<file path="src/sv/bdq_pkg.sv">
// Package for the bounded double-ended queue with delete by value.
// Holds the command and status codes and the transaction payload types.
// Depends on nothing; the top level and the testbench import it.
package bdq_pkg;

  typedef enum logic [2:0] {
    CMD_PUSH_FRONT = 3'd0,
    CMD_PUSH_BACK  = 3'd1,
    CMD_POP_FRONT  = 3'd2,
    CMD_POP_BACK   = 3'd3,
    CMD_DELETE     = 3'd4,
    CMD_READ_OUT   = 3'd5,
    CMD_SPARE_6    = 3'd6,
    CMD_SPARE_7    = 3'd7
  } bdq_cmd_t;

  localparam logic [1:0] ST_OK       = 2'd0;
  localparam logic [1:0] ST_EMPTY    = 2'd1;
  localparam logic [1:0] ST_NOTFOUND = 2'd2;
  localparam logic [1:0] ST_FULL     = 2'd3;

  localparam int unsigned DATA_W = 32;

  typedef struct packed {
    logic [2:0]               command;
    logic signed [DATA_W-1:0] value;
  } bdq_in_t;

  typedef struct packed {
    logic [1:0]               status;
    logic signed [DATA_W-1:0] element;
    logic                     last;
  } bdq_out_t;

endpackage

</file>
<file path="src/sv/bdq_ram.sv">
// Generic single-port-write, single-port-read RAM with a registered read.
// Depends on nothing.
module bdq_ram #(
  parameter int WIDTH = 32,
  parameter int DEPTH = 32
) (
  input  logic                     clk,
  input  logic                     we,
  input  logic [$clog2(DEPTH)-1:0] waddr,
  input  logic [WIDTH-1:0]         wdata,
  input  logic [$clog2(DEPTH)-1:0] raddr,
  output logic [WIDTH-1:0]         rdata
);

  logic [WIDTH-1:0] mem [DEPTH];

  always_ff @(posedge clk) begin
    if (we) begin
      mem[waddr] <= wdata;
    end
    rdata <= mem[raddr];
  end

endmodule

</file>
<file path="src/sv/bounded_deque_with_delete_match.sv">
// Top level of the bounded double-ended queue with delete by value.
// Depends on bdq_pkg for codes and payload types and on bdq_ram for the entry store.
//
//   Channel | Ports                          | Payload
//   input   | in_valid, in_stall, in_data    | bdq_in_t: command, value
//   result  | out_valid, out_stall, out_data | bdq_out_t: status, element, last
//
// Push, pop and unused commands complete at acceptance, when the result register is loaded.
// Delete by value reads each entry from the head in S_SCAN_RD and compares it in S_SCAN_CHK;
// on a match it moves every later entry one place toward the head through S_SHIFT_RD and
// S_SHIFT_WR, since one RAM read port serves both the search and the closing of the gap.
// Read out sends each entry through the registered RAM read and the result register.
// Reset clears the head pointer and the count; no clearing pass over the store is needed.
// A new transaction is taken only when the sequencer is idle and the result register is free.
module bounded_deque_with_delete_match
  import bdq_pkg::*;
#(
  parameter int CAPACITY = 32
) (
  input  logic     clk,
  input  logic     rst_n,
  input  logic     in_valid,
  output logic     in_stall,
  input  bdq_in_t  in_data,
  output logic     out_valid,
  input  logic     out_stall,
  output bdq_out_t out_data
);

  localparam int PW = $clog2(CAPACITY);
  localparam int CW = $clog2(CAPACITY + 1);
  localparam logic [CW:0]   CAP_W   = (CW + 1)'(CAPACITY);
  localparam logic [CW-1:0] CAP_C   = CW'(CAPACITY);
  localparam logic [PW-1:0] LAST_PH = PW'(CAPACITY - 1);

  typedef enum logic [2:0] {
    S_IDLE,
    S_SCAN_RD,
    S_SCAN_CHK,
    S_SHIFT_RD,
    S_SHIFT_WR,
    S_READ_RD,
    S_READ_OUT
  } state_t;

  state_t                   state_r, state_nxt;
  logic [PW-1:0]            head_r, head_nxt;
  logic [CW-1:0]            count_r, count_nxt;
  logic [PW-1:0]            ptr_r, ptr_nxt;
  logic [CW-1:0]            idx_r, idx_nxt;
  logic signed [DATA_W-1:0] val_r, val_nxt;
  logic                     out_valid_r, out_valid_nxt;
  bdq_out_t                 out_data_r, out_data_nxt;

  logic                     we;
  logic [PW-1:0]            waddr;
  logic [DATA_W-1:0]        wdata;
  logic [PW-1:0]            raddr;
  logic [DATA_W-1:0]        rdata;

  logic                     out_free;
  logic                     in_take;
  logic [CW:0]              tail_sum;
  logic [PW-1:0]            tail_ph;
  logic [PW-1:0]            head_inc;
  logic [PW-1:0]            head_dec;
  logic [PW-1:0]            ptr_inc;
  logic [CW-1:0]            idx_inc;
  logic [CW-1:0]            idx_inc2;
  logic                     full;
  logic                     empty;

  assign out_free = !out_valid_r || !out_stall;
  assign in_stall = !((state_r == S_IDLE) && out_free);
  assign in_take  = in_valid && !in_stall;

  assign tail_sum = (CW + 1)'(head_r) + (CW + 1)'(count_r);
  assign tail_ph  = (tail_sum >= CAP_W) ? PW'(tail_sum - CAP_W) : PW'(tail_sum);
  assign head_inc = (head_r == LAST_PH) ? '0 : head_r + PW'(1);
  assign head_dec = (head_r == '0) ? LAST_PH : head_r - PW'(1);
  assign ptr_inc  = (ptr_r == LAST_PH) ? '0 : ptr_r + PW'(1);
  assign idx_inc  = idx_r + CW'(1);
  assign idx_inc2 = idx_r + CW'(2);
  assign full     = (count_r == CAP_C);
  assign empty    = (count_r == '0);

  assign raddr = (state_r == S_SHIFT_RD) ? ptr_inc : ptr_r;

  bdq_ram #(
    .WIDTH (DATA_W),
    .DEPTH (CAPACITY)
  ) u_ram (
    .clk   (clk),
    .we    (we),
    .waddr (waddr),
    .wdata (wdata),
    .raddr (raddr),
    .rdata (rdata)
  );

  always_comb begin
    state_nxt     = state_r;
    head_nxt      = head_r;
    count_nxt     = count_r;
    ptr_nxt       = ptr_r;
    idx_nxt       = idx_r;
    val_nxt       = val_r;
    out_valid_nxt = out_valid_r && out_stall;
    out_data_nxt  = out_data_r;
    we            = 1'b0;
    waddr         = ptr_r;
    wdata         = rdata;

    unique case (state_r)
      S_IDLE: begin
        if (in_take) begin
          out_valid_nxt        = 1'b1;
          out_data_nxt.status  = ST_OK;
          out_data_nxt.element = '0;
          out_data_nxt.last    = 1'b1;
          val_nxt              = in_data.value;
          ptr_nxt              = head_r;
          idx_nxt              = '0;
          unique case (bdq_cmd_t'(in_data.command))
            CMD_PUSH_FRONT: begin
              if (full) begin
                out_data_nxt.status = ST_FULL;
              end else begin
                we        = 1'b1;
                waddr     = head_dec;
                wdata     = in_data.value;
                head_nxt  = head_dec;
                count_nxt = count_r + CW'(1);
              end
            end
            CMD_PUSH_BACK: begin
              if (full) begin
                out_data_nxt.status = ST_FULL;
              end else begin
                we        = 1'b1;
                waddr     = tail_ph;
                wdata     = in_data.value;
                count_nxt = count_r + CW'(1);
              end
            end
            CMD_POP_FRONT: begin
              if (empty) begin
                out_data_nxt.status = ST_EMPTY;
              end else begin
                head_nxt  = head_inc;
                count_nxt = count_r - CW'(1);
              end
            end
            CMD_POP_BACK: begin
              if (empty) begin
                out_data_nxt.status = ST_EMPTY;
              end else begin
                count_nxt = count_r - CW'(1);
              end
            end
            CMD_DELETE: begin
              if (empty) begin
                out_data_nxt.status = ST_EMPTY;
              end else begin
                out_valid_nxt = 1'b0;
                state_nxt     = S_SCAN_RD;
              end
            end
            CMD_READ_OUT: begin
              if (empty) begin
                out_data_nxt.status = ST_EMPTY;
              end else begin
                out_valid_nxt = 1'b0;
                state_nxt     = S_READ_RD;
              end
            end
            CMD_SPARE_6, CMD_SPARE_7: begin
              out_data_nxt.status = ST_OK;
            end
          endcase
        end
      end

      S_SCAN_RD: begin
        state_nxt = S_SCAN_CHK;
      end

      S_SCAN_CHK: begin
        if (rdata == val_r) begin
          if (idx_inc == count_r) begin
            count_nxt            = count_r - CW'(1);
            out_valid_nxt        = 1'b1;
            out_data_nxt.status  = ST_OK;
            out_data_nxt.element = '0;
            out_data_nxt.last    = 1'b1;
            state_nxt            = S_IDLE;
          end else begin
            state_nxt = S_SHIFT_RD;
          end
        end else if (idx_inc == count_r) begin
          out_valid_nxt        = 1'b1;
          out_data_nxt.status  = ST_NOTFOUND;
          out_data_nxt.element = '0;
          out_data_nxt.last    = 1'b1;
          state_nxt            = S_IDLE;
        end else begin
          ptr_nxt   = ptr_inc;
          idx_nxt   = idx_inc;
          state_nxt = S_SCAN_RD;
        end
      end

      S_SHIFT_RD: begin
        state_nxt = S_SHIFT_WR;
      end

      S_SHIFT_WR: begin
        we      = 1'b1;
        waddr   = ptr_r;
        wdata   = rdata;
        ptr_nxt = ptr_inc;
        idx_nxt = idx_inc;
        if (idx_inc2 == count_r) begin
          count_nxt            = count_r - CW'(1);
          out_valid_nxt        = 1'b1;
          out_data_nxt.status  = ST_OK;
          out_data_nxt.element = '0;
          out_data_nxt.last    = 1'b1;
          state_nxt            = S_IDLE;
        end else begin
          state_nxt = S_SHIFT_RD;
        end
      end

      S_READ_RD: begin
        if (out_free) begin
          state_nxt = S_READ_OUT;
        end
      end

      S_READ_OUT: begin
        out_valid_nxt        = 1'b1;
        out_data_nxt.status  = ST_OK;
        out_data_nxt.element = rdata;
        out_data_nxt.last    = (idx_inc == count_r);
        if (idx_inc == count_r) begin
          state_nxt = S_IDLE;
        end else begin
          ptr_nxt   = ptr_inc;
          idx_nxt   = idx_inc;
          state_nxt = S_READ_RD;
        end
      end

      default: begin
        state_nxt = S_IDLE;
      end
    endcase
  end

  always_ff @(posedge clk) begin
    if (!rst_n) begin
      state_r     <= S_IDLE;
      head_r      <= '0;
      count_r     <= '0;
      out_valid_r <= 1'b0;
    end else begin
      state_r     <= state_nxt;
      head_r      <= head_nxt;
      count_r     <= count_nxt;
      out_valid_r <= out_valid_nxt;
    end
    ptr_r      <= ptr_nxt;
    idx_r      <= idx_nxt;
    val_r      <= val_nxt;
    out_data_r <= out_data_nxt;
  end

  assign out_valid = out_valid_r;
  assign out_data  = out_data_r;

endmodule

</file>
<file path="config.mk">
export PLATFORM = sky130hd
export DESIGN_NAME = bounded_deque_with_delete_match
export DESIGN_NICKNAME = d
export VERILOG_FILES = /design/src/sv/bdq_pkg.sv /design/src/sv/bdq_ram.sv /design/src/sv/bounded_deque_with_delete_match.sv
export SDC_FILE = /design/constraint.sdc
export NUM_CORES = 1
export LEC_CHECK = 0
export BUFFER_PORTS_ARGS = -buffer_cell sky130_fd_sc_hd__buf_2
export CELL_PAD_IN_SITES_DETAIL_PLACEMENT = 1
export CELL_PAD_IN_SITES_GLOBAL_PLACEMENT = 1
export CORE_MARGIN = 2
export CORE_UTILIZATION = 58
export DETAILED_ROUTE_END_ITERATION = 6
export HOLD_SLACK_MARGIN = 0.05
export PLACE_DENSITY = 0.95
export REMOVE_ABC_BUFFERS = 1
export SKIP_LAST_GASP = 1
export SLEW_MARGIN = 40
export SYNTH_ARGS = -nofsm -noshare
export SYNTH_HDL_FRONTEND = slang
export SYNTH_HIERARCHICAL = 1
export SYNTH_SLANG_ARGS = --single-unit
</file>
<file path="constraint.sdc">
create_clock -name clk -period 13.5 [get_ports clk]
set_input_delay 2.7 -clock clk [delete_from_list [all_inputs] [get_ports clk]]
set_output_delay 2.7 -clock clk [all_outputs]
set_load 0.02 [all_outputs]
</file>
Word-level counts from Yosys, hierarchy flattened --
Memory sizes are Yosys's and may differ from the RTL's. A register that Yosys moved wholly into a read port is not among the register bits. Index checks and enable logic that the tools add are counted.
Word-level totals: register bits after elaboration 93, RAM bits 1024, input bits 39, output and inout port bits 37, logic and storage cells 144, memories kept 1
Memory list:
- u_ram.mem | words 32, width 32, rd ports 1, clocked after memory_dff 1, write ports 1, RTL line bdq_ram.sv:15 | logic [WIDTH-1:0] mem [DEPTH];
Operators by class: add/sub/neg operators 9, $lt $le $gt $ge 1, eq/ne operators 33, mux-type cells 65, reduce and logical (&&, ||, !) cells 25
Operators with widths (count):
- 2-to-1 mux 35 bit | 5
- one-hot mux 35 bit (4 select lines) | 1
- 2-to-1 mux 32 bit | 4
- 2-to-1 mux 5 bit | 14
- 2-to-1 mux 6 bit | 9
- equality test 32 bit | 1
- one-hot mux 6 bit (4 select lines) | 1
- equality test 3 bit, second input constant | 7
- one-hot mux 3 bit (7 select lines) | 1
- one-hot mux 5 bit (2 select lines) | 2
- one-hot mux 5 bit (4 select lines) | 1
- 2-to-1 mux 3 bit | 6
- one-hot mux 6 bit (3 select lines) | 1
- inequality test 2 bit, second input constant | 8
- inequality test 3 bit, second input constant | 5
- adder 6 x 1 -> 6 bit, second input constant | 2
- equality test 3 x 2 -> 1 bit, second input constant | 4
- equality test 6 bit | 2
- 2-to-1 mux 1 bit | 12
- one-hot mux 6 bit (2 select lines) | 1
- adder 5 x 1 -> 5 bit, second input constant | 2
- equality test 5 bit, second input constant | 2
- AND reduction 5 bit | 2
- subtractor 5 x 1 -> 5 bit, second input constant | 2
- other kinds (27) | 38

Longest topological paths before layout --
depth in word-level cells 8, depth in mapped cells 13, mapped depth without buffers 11

Modules after synthesis --
The synthesis kept the hierarchy.
By module, submodules not included:
- bdq_ram | instances 1, cells each 2260, area each 40492.6 µm², seq. area each 31390.1 µm²
- bounded_deque_with_delete_match | instances 1, cells each 538, area each 5362.6 µm², seq. area each 2642.5 µm²

Least setup slack after synthesis --
No wires, ideal clock.
kind input to register, start in out_stall, end mem u_ram.mem[17][0], enable pin, setup time 0.421 ns, arrival 6.863 ns, required time 13.079 ns, slack 6.216 ns, cell stages on the path 8, path buffers 2, cells stage by stage nand2_1 > and3_1 > clkbuf_1 > nand3_1 > clkbuf_1 > o21ai_0 > or3b_2 > nor2_1
On the way: elaborated cells between the ends (all ways) 10, those cells by class mux: 6; reduce/logical: 4
RTL lines:
- start: declaration | RTL line bounded_deque_with_delete_match.sv:26 | input logic out_stall,
- zero test 1 bit | RTL line bounded_deque_with_delete_match.sv:73 | assign out_free = !out_valid_r || !out_stall;
- logical OR 1 bit | RTL line bounded_deque_with_delete_match.sv:73
- logical AND 1 bit | RTL line bounded_deque_with_delete_match.sv:74 | assign in_stall = !((state_r == S_IDLE) && out_free);
- logical AND 1 bit | RTL line bounded_deque_with_delete_match.sv:75 | assign in_take = in_valid && !in_stall;
- 2-to-1 mux 5 bit | RTL line bounded_deque_with_delete_match.sv:116 | if (in_take) begin
- 2-to-1 mux 5 bit | RTL line bounded_deque_with_delete_match.sv:114 | unique case (state_r)
- via waddr[4] | RTL line bounded_deque_with_delete_match.sv:56 | logic [PW-1:0] waddr;
- end: declaration | RTL line bdq_ram.sv:15
The timed path passes the listed nets, and every way through them passes these cells.

Worst setup path in the final report --
start in out_stall, end mem u_ram.mem[14][21], enable pin
On the way: cells in the longest elaborated chain, start to end 8, elaborated cells between the ends (all ways) 10, those cells by class mux: 6; reduce/logical: 4
RTL lines:
- zero test 1 bit | RTL line bounded_deque_with_delete_match.sv:73
- logical OR 1 bit | RTL line bounded_deque_with_delete_match.sv:73
- logical AND 1 bit | RTL line bounded_deque_with_delete_match.sv:74
- logical AND 1 bit | RTL line bounded_deque_with_delete_match.sv:75
- 2-to-1 mux 1 bit | RTL line bounded_deque_with_delete_match.sv:116
- one-hot mux 1 bit (2 select lines) | RTL line bounded_deque_with_delete_match.sv:114
- via we | RTL line bounded_deque_with_delete_match.sv:55 | logic we;
- 2-to-1 mux 1 bit | RTL line bdq_ram.sv:18 | if (we) begin
- 2-to-1 mux 1 bit (not written as such) | RTL line bdq_ram.sv:19 | mem[waddr] <= wdata;
The timed path passes the listed nets, and every way through them passes these cells.

==> results by group <==
Status
  • Outcome: completed

Worst setup path
  • Largest fanout on the critical path: 40
  • Kind of critical path: input port to register
  • Critical Path Source Type: input port
  • Crit end category: register
  • Worst EP arrival: 7.16 ns
  • Worst EP required: about 14 ns

Layout
  • Layout overhead on the synthesized area: 13.2%
  • Area taken by multi-input logic gates: about 0.011 mm²
  • Fill cells: between 6000 and 7000
  • Share of cells above drive strength 1: 0.141
  • Post-layout util: 0.660
  • Reg area: around 0.034 mm²
  • Post-route cell area: around 0.052 mm²
  • Final #Nets: 2956

Timing
  • Hold_ws: about 0.6 ns
  • TNS Setup: 0 ns
  • Post-route minimum period: a little under 7 ns
  • Fin crit share: 0.508
  • Worst Skew: between 0.04 and 0.05 ns
  • Finish-stage setup viols: 0
  • Worst-margin pin slew: 0.906 ns
  • Fmax: 0.146 GHz
  • Fin. Hold Viols: 0
  • Max Transition Viols Final: 0
  • RSZ-0062 raised after global routing: false
  • Worst slew margin: 0.391

Power and ir drop
  • Power per cell area: ~160 mW/mm²
  • Worst vdd ir: 196 µV
  • Power Internal: 6150 µW
  • Seq pwr share: 0.503
  • Sw frac: 0.267
  • P_sw: between 2000 and 2500 µW
  • Combinational fraction of design power: 0.112
  • Static leakage: between 0.015 and 0.02 µW
  • Clock Power Share: 0.385

Floorplanning
  • Initial Utilization: 0.583
  • IO Count: between 70 and 80
  • Die area: 0.0813 mm²
  • Core area: 0.0786 mm²
  • Site Rows: ~100
  • Height of the die: 285 µm
  • Horiz. Die Dim: roughly 290 µm

Drt
  • Final ANT Viol Nets: 0
  • Via count: 28800
  • First-pass DRT Iterations: 6
  • Final WL: around 160000 µm
  • Routed len/inst: slightly below 40 µm
  • Vias/cell: ~7
  • DRC Markers: 0
  • DR iter-0 viols: 4673

Clock network
  • H-tree levels: 3
  • CTS root buf: clkbuf_16
  • Clock Sinks: around 1100
  • Hold_buf cts: 0
  • CTS tree: done
  • TritonCTS Buffers: between 100 and 150
  • Cts repair resizes: 0
  • CTS Buffer Depth: 3
  • Skew-Pair Late Insertion Delay: just over 0.7 ns
  • Setup bufs post-CTS: 0
  • Worst-path clk slew: around 0.070 ns

Yosys
  • Yosys warns: 6
  • Top_reg_cell synth: edfxtp_1
  • Seq/Total Area, Yosys: 0.742
  • Netlist cell types: 62
  • Number of synthesized flops with an enable pin: roughly 1100
  • Post-synth ARST share: 0
  • Synth Area per Inst: 16.4 µm²
  • Mapped cell area: approximately 0.046 mm²
  • Gate Count Post-Synth: 2798
  • #FFs+latches synth: 1149

Placed design
  • Area after DPL: between 0.04 and 0.05 mm²
  • Post-detail-place hpwl: about 86000 µm
  • GPL Wtd Cong: ~0.9
  • IO buf count: 75

GRT
  • Vias in the first global route: 30200
  • Initial antenna violation count: 8
  • Total GRT Usage: 0.388
  • First-pass GRT wire length: around 220000 µm
  • GR Overflow Total: 0
  • Largest net degree at the start of global routing: 129

Min path
  • Worst hold-check path type: register to register

Flow run
  • Max-cap violations: 0
power by group through the flow:
stage | sequential [µW] | combinational (µW) | clock [µW]
after floorplan | 4260 | 602 | 0
after global placement | 4280 | 749 | 0
after detailed placement | 4280 | 851 | 0
after CTS | 4210 | 889 | 3240
after global routing | 4220 | 941 | 3330
final | 4220 | 937 | 3230
through the flow:
| stage | cells | worst slack (ns) | power, µW |
|---|---|---|---|
| CTS | 4044 | 6.69 | 8340 |
| detailed placement | 3839 | 6.10 | 5140 |
| floorplan | 2645 | 2.06 | 4860 |
| finish | 4047 | 6.64 | 8390 |
| global route | 4047 | 6.68 | 8490 |
| global placement | 3799 | 6.17 | 5030 |
sequential cells by signal, indices dropped and copies added (netlist names):
signal / flops
count_r: 6
out_data: 35
val_r: 32
ptr_r: 5
state_r: 3
idx_r: 6
out_valid: 1
head_r: 5
u_ram/mem: 1024
u_ram/rdata: 32
cells in the final DEF, fill, tap and decap left out, drive strengths merged, types with 5 or more instances in the layout:
master,Yosys,final
edfxtp,1102,1102
mux2i,519,519
nand2,238,238
clkbuf,63,147
buf,90,145
nand3,111,111
a21oi,109,109
a22oi,99,99
a22o,64,64
nor2,52,52
dfxtp,47,47
xnor2,47,47
clkinv,0,43
nor3,40,40
and2,38,38
a31oi,33,33
o21ai,17,17
xor2,14,14
ha,13,13
inv,8,11
nand4,9,9
bufinv,0,9
nand2b,9,9
nor4,9,9
o31ai,6,6
mux2,6,6
nand3b,5,5
final timing paths:
check | depth (start not counted) | end | slack [ns] | startpoint
max | 11 | u_ram/mem[14][21]$_DFFE_PP_ | 6.64 | out_stall
min | 4 | u_ram/rdata[23]$_DFF_P_ | 0.59 | u_ram/mem[10][23]$_DFFE_PP_
max reg2reg | 10 | u_ram/mem[14][21]$_DFFE_PP_ | 7.82 | state_r[0]$_SDFFE_PN0P_
min reg2reg | 4 | u_ram/rdata[23]$_DFF_P_ | 0.59 | u_ram/mem[10][23]$_DFFE_PP_
synthesized netlist by cell type, types with 2 or more instances:
cell / instances / area share
nand4_1: 9 / 0.0012
and2_1: 38 / 0.0052
o311a_1: 2 / 0.00044
o21bai_1: 2 / 0.00033
and3_1: 4 / 0.00055
or3b_2: 3 / 0.00057
nor2_1: 52 / 0.0043
xor2_1: 13 / 0.0025
nor3_1: 40 / 0.0044
o21a_1: 2 / 0.00033
a21oi_1: 109 / 0.012
a22oi_1: 99 / 0.016
clkbuf_1: 61 / 0.0050
o31ai_1: 6 / 0.00098
ha_1: 13 / 0.0035
buf_4: 35 / 0.0057
or3_1: 2 / 0.00027
dfxtp_1: 47 / 0.021
o21ai_0: 17 / 0.0019
nor4_1: 8 / 0.0011
a31oi_1: 33 / 0.0045
a21boi_0: 3 / 0.00049
nand2_1: 238 / 0.019
a22o_1: 64 / 0.012
clkbuf_4: 2 / 0.00033
o2111ai_1: 2 / 0.00038
edfxtp_1: 1102 / 0.72
nand3_1: 111 / 0.012
nor2b_1: 4 / 0.00055
buf_1: 7 / 0.00057
nand2b_1: 9 / 0.0012
mux2i_1: 519 / 0.11
nand3b_1: 5 / 0.00082
nor4b_1: 2 / 0.00038
buf_6: 16 / 0.0039
and4_1: 3 / 0.00057
inv_1: 8 / 0.00065
buf_2: 32 / 0.0035
mux2_2: 6 / 0.0015
xnor2_1: 46 / 0.0088
a21o_1: 3 / 0.00049
kinds of logic after synthesis:
group | count (synthesis) | synth area share
adder cells (fa/ha/maj) | 14 | 0.00398
flip-flops | 1149 | 0.742
AO/OA/AOI/OAI | 353 | 0.0527
buffers and inverters | 161 | 0.0197
XOR/XNOR | 62 | 0.0125
AND/OR/NAND/NOR | 534 | 0.0542
multiplexers | 525 | 0.115
final cells by class:
| class | instances | area share |
|---|---|---|
| sequential | 1149 | 0.656 |
| clock buffer | 146 | 0.0591 |
| antenna | 1 | 0.0000482 |
| inverter | 8 | 0.000578 |
| timing repair buffer | 146 | 0.0289 |
| tap | 1050 | 0.0253 |
| multi-input combinational | 1488 | 0.219 |
| clock inverter | 59 | 0.0113 |
critical path, stage by stage:
cell,delay (ns)
buf_2,0.10
nand2_1,0.16
and3_2,0.22
buf_4,0.64
nand3_2,0.19
buf_4,0.38
a21boi_0,0.74
nand3b_1,0.62
buf_4,0.40
nor2_4,0.35
buf_4,0.54
per-layer routing:
layer	up-vias	global-route usage	share of wire
met4	10	0.234	0.073
met3	714	0.0955	0.12
met5	-	0	0.00041
li1	11100	-	-
met1	14400	0.475	0.33
met2	2612	0.627	0.48
No activity file was read; power rests on OpenSTA's default activity.
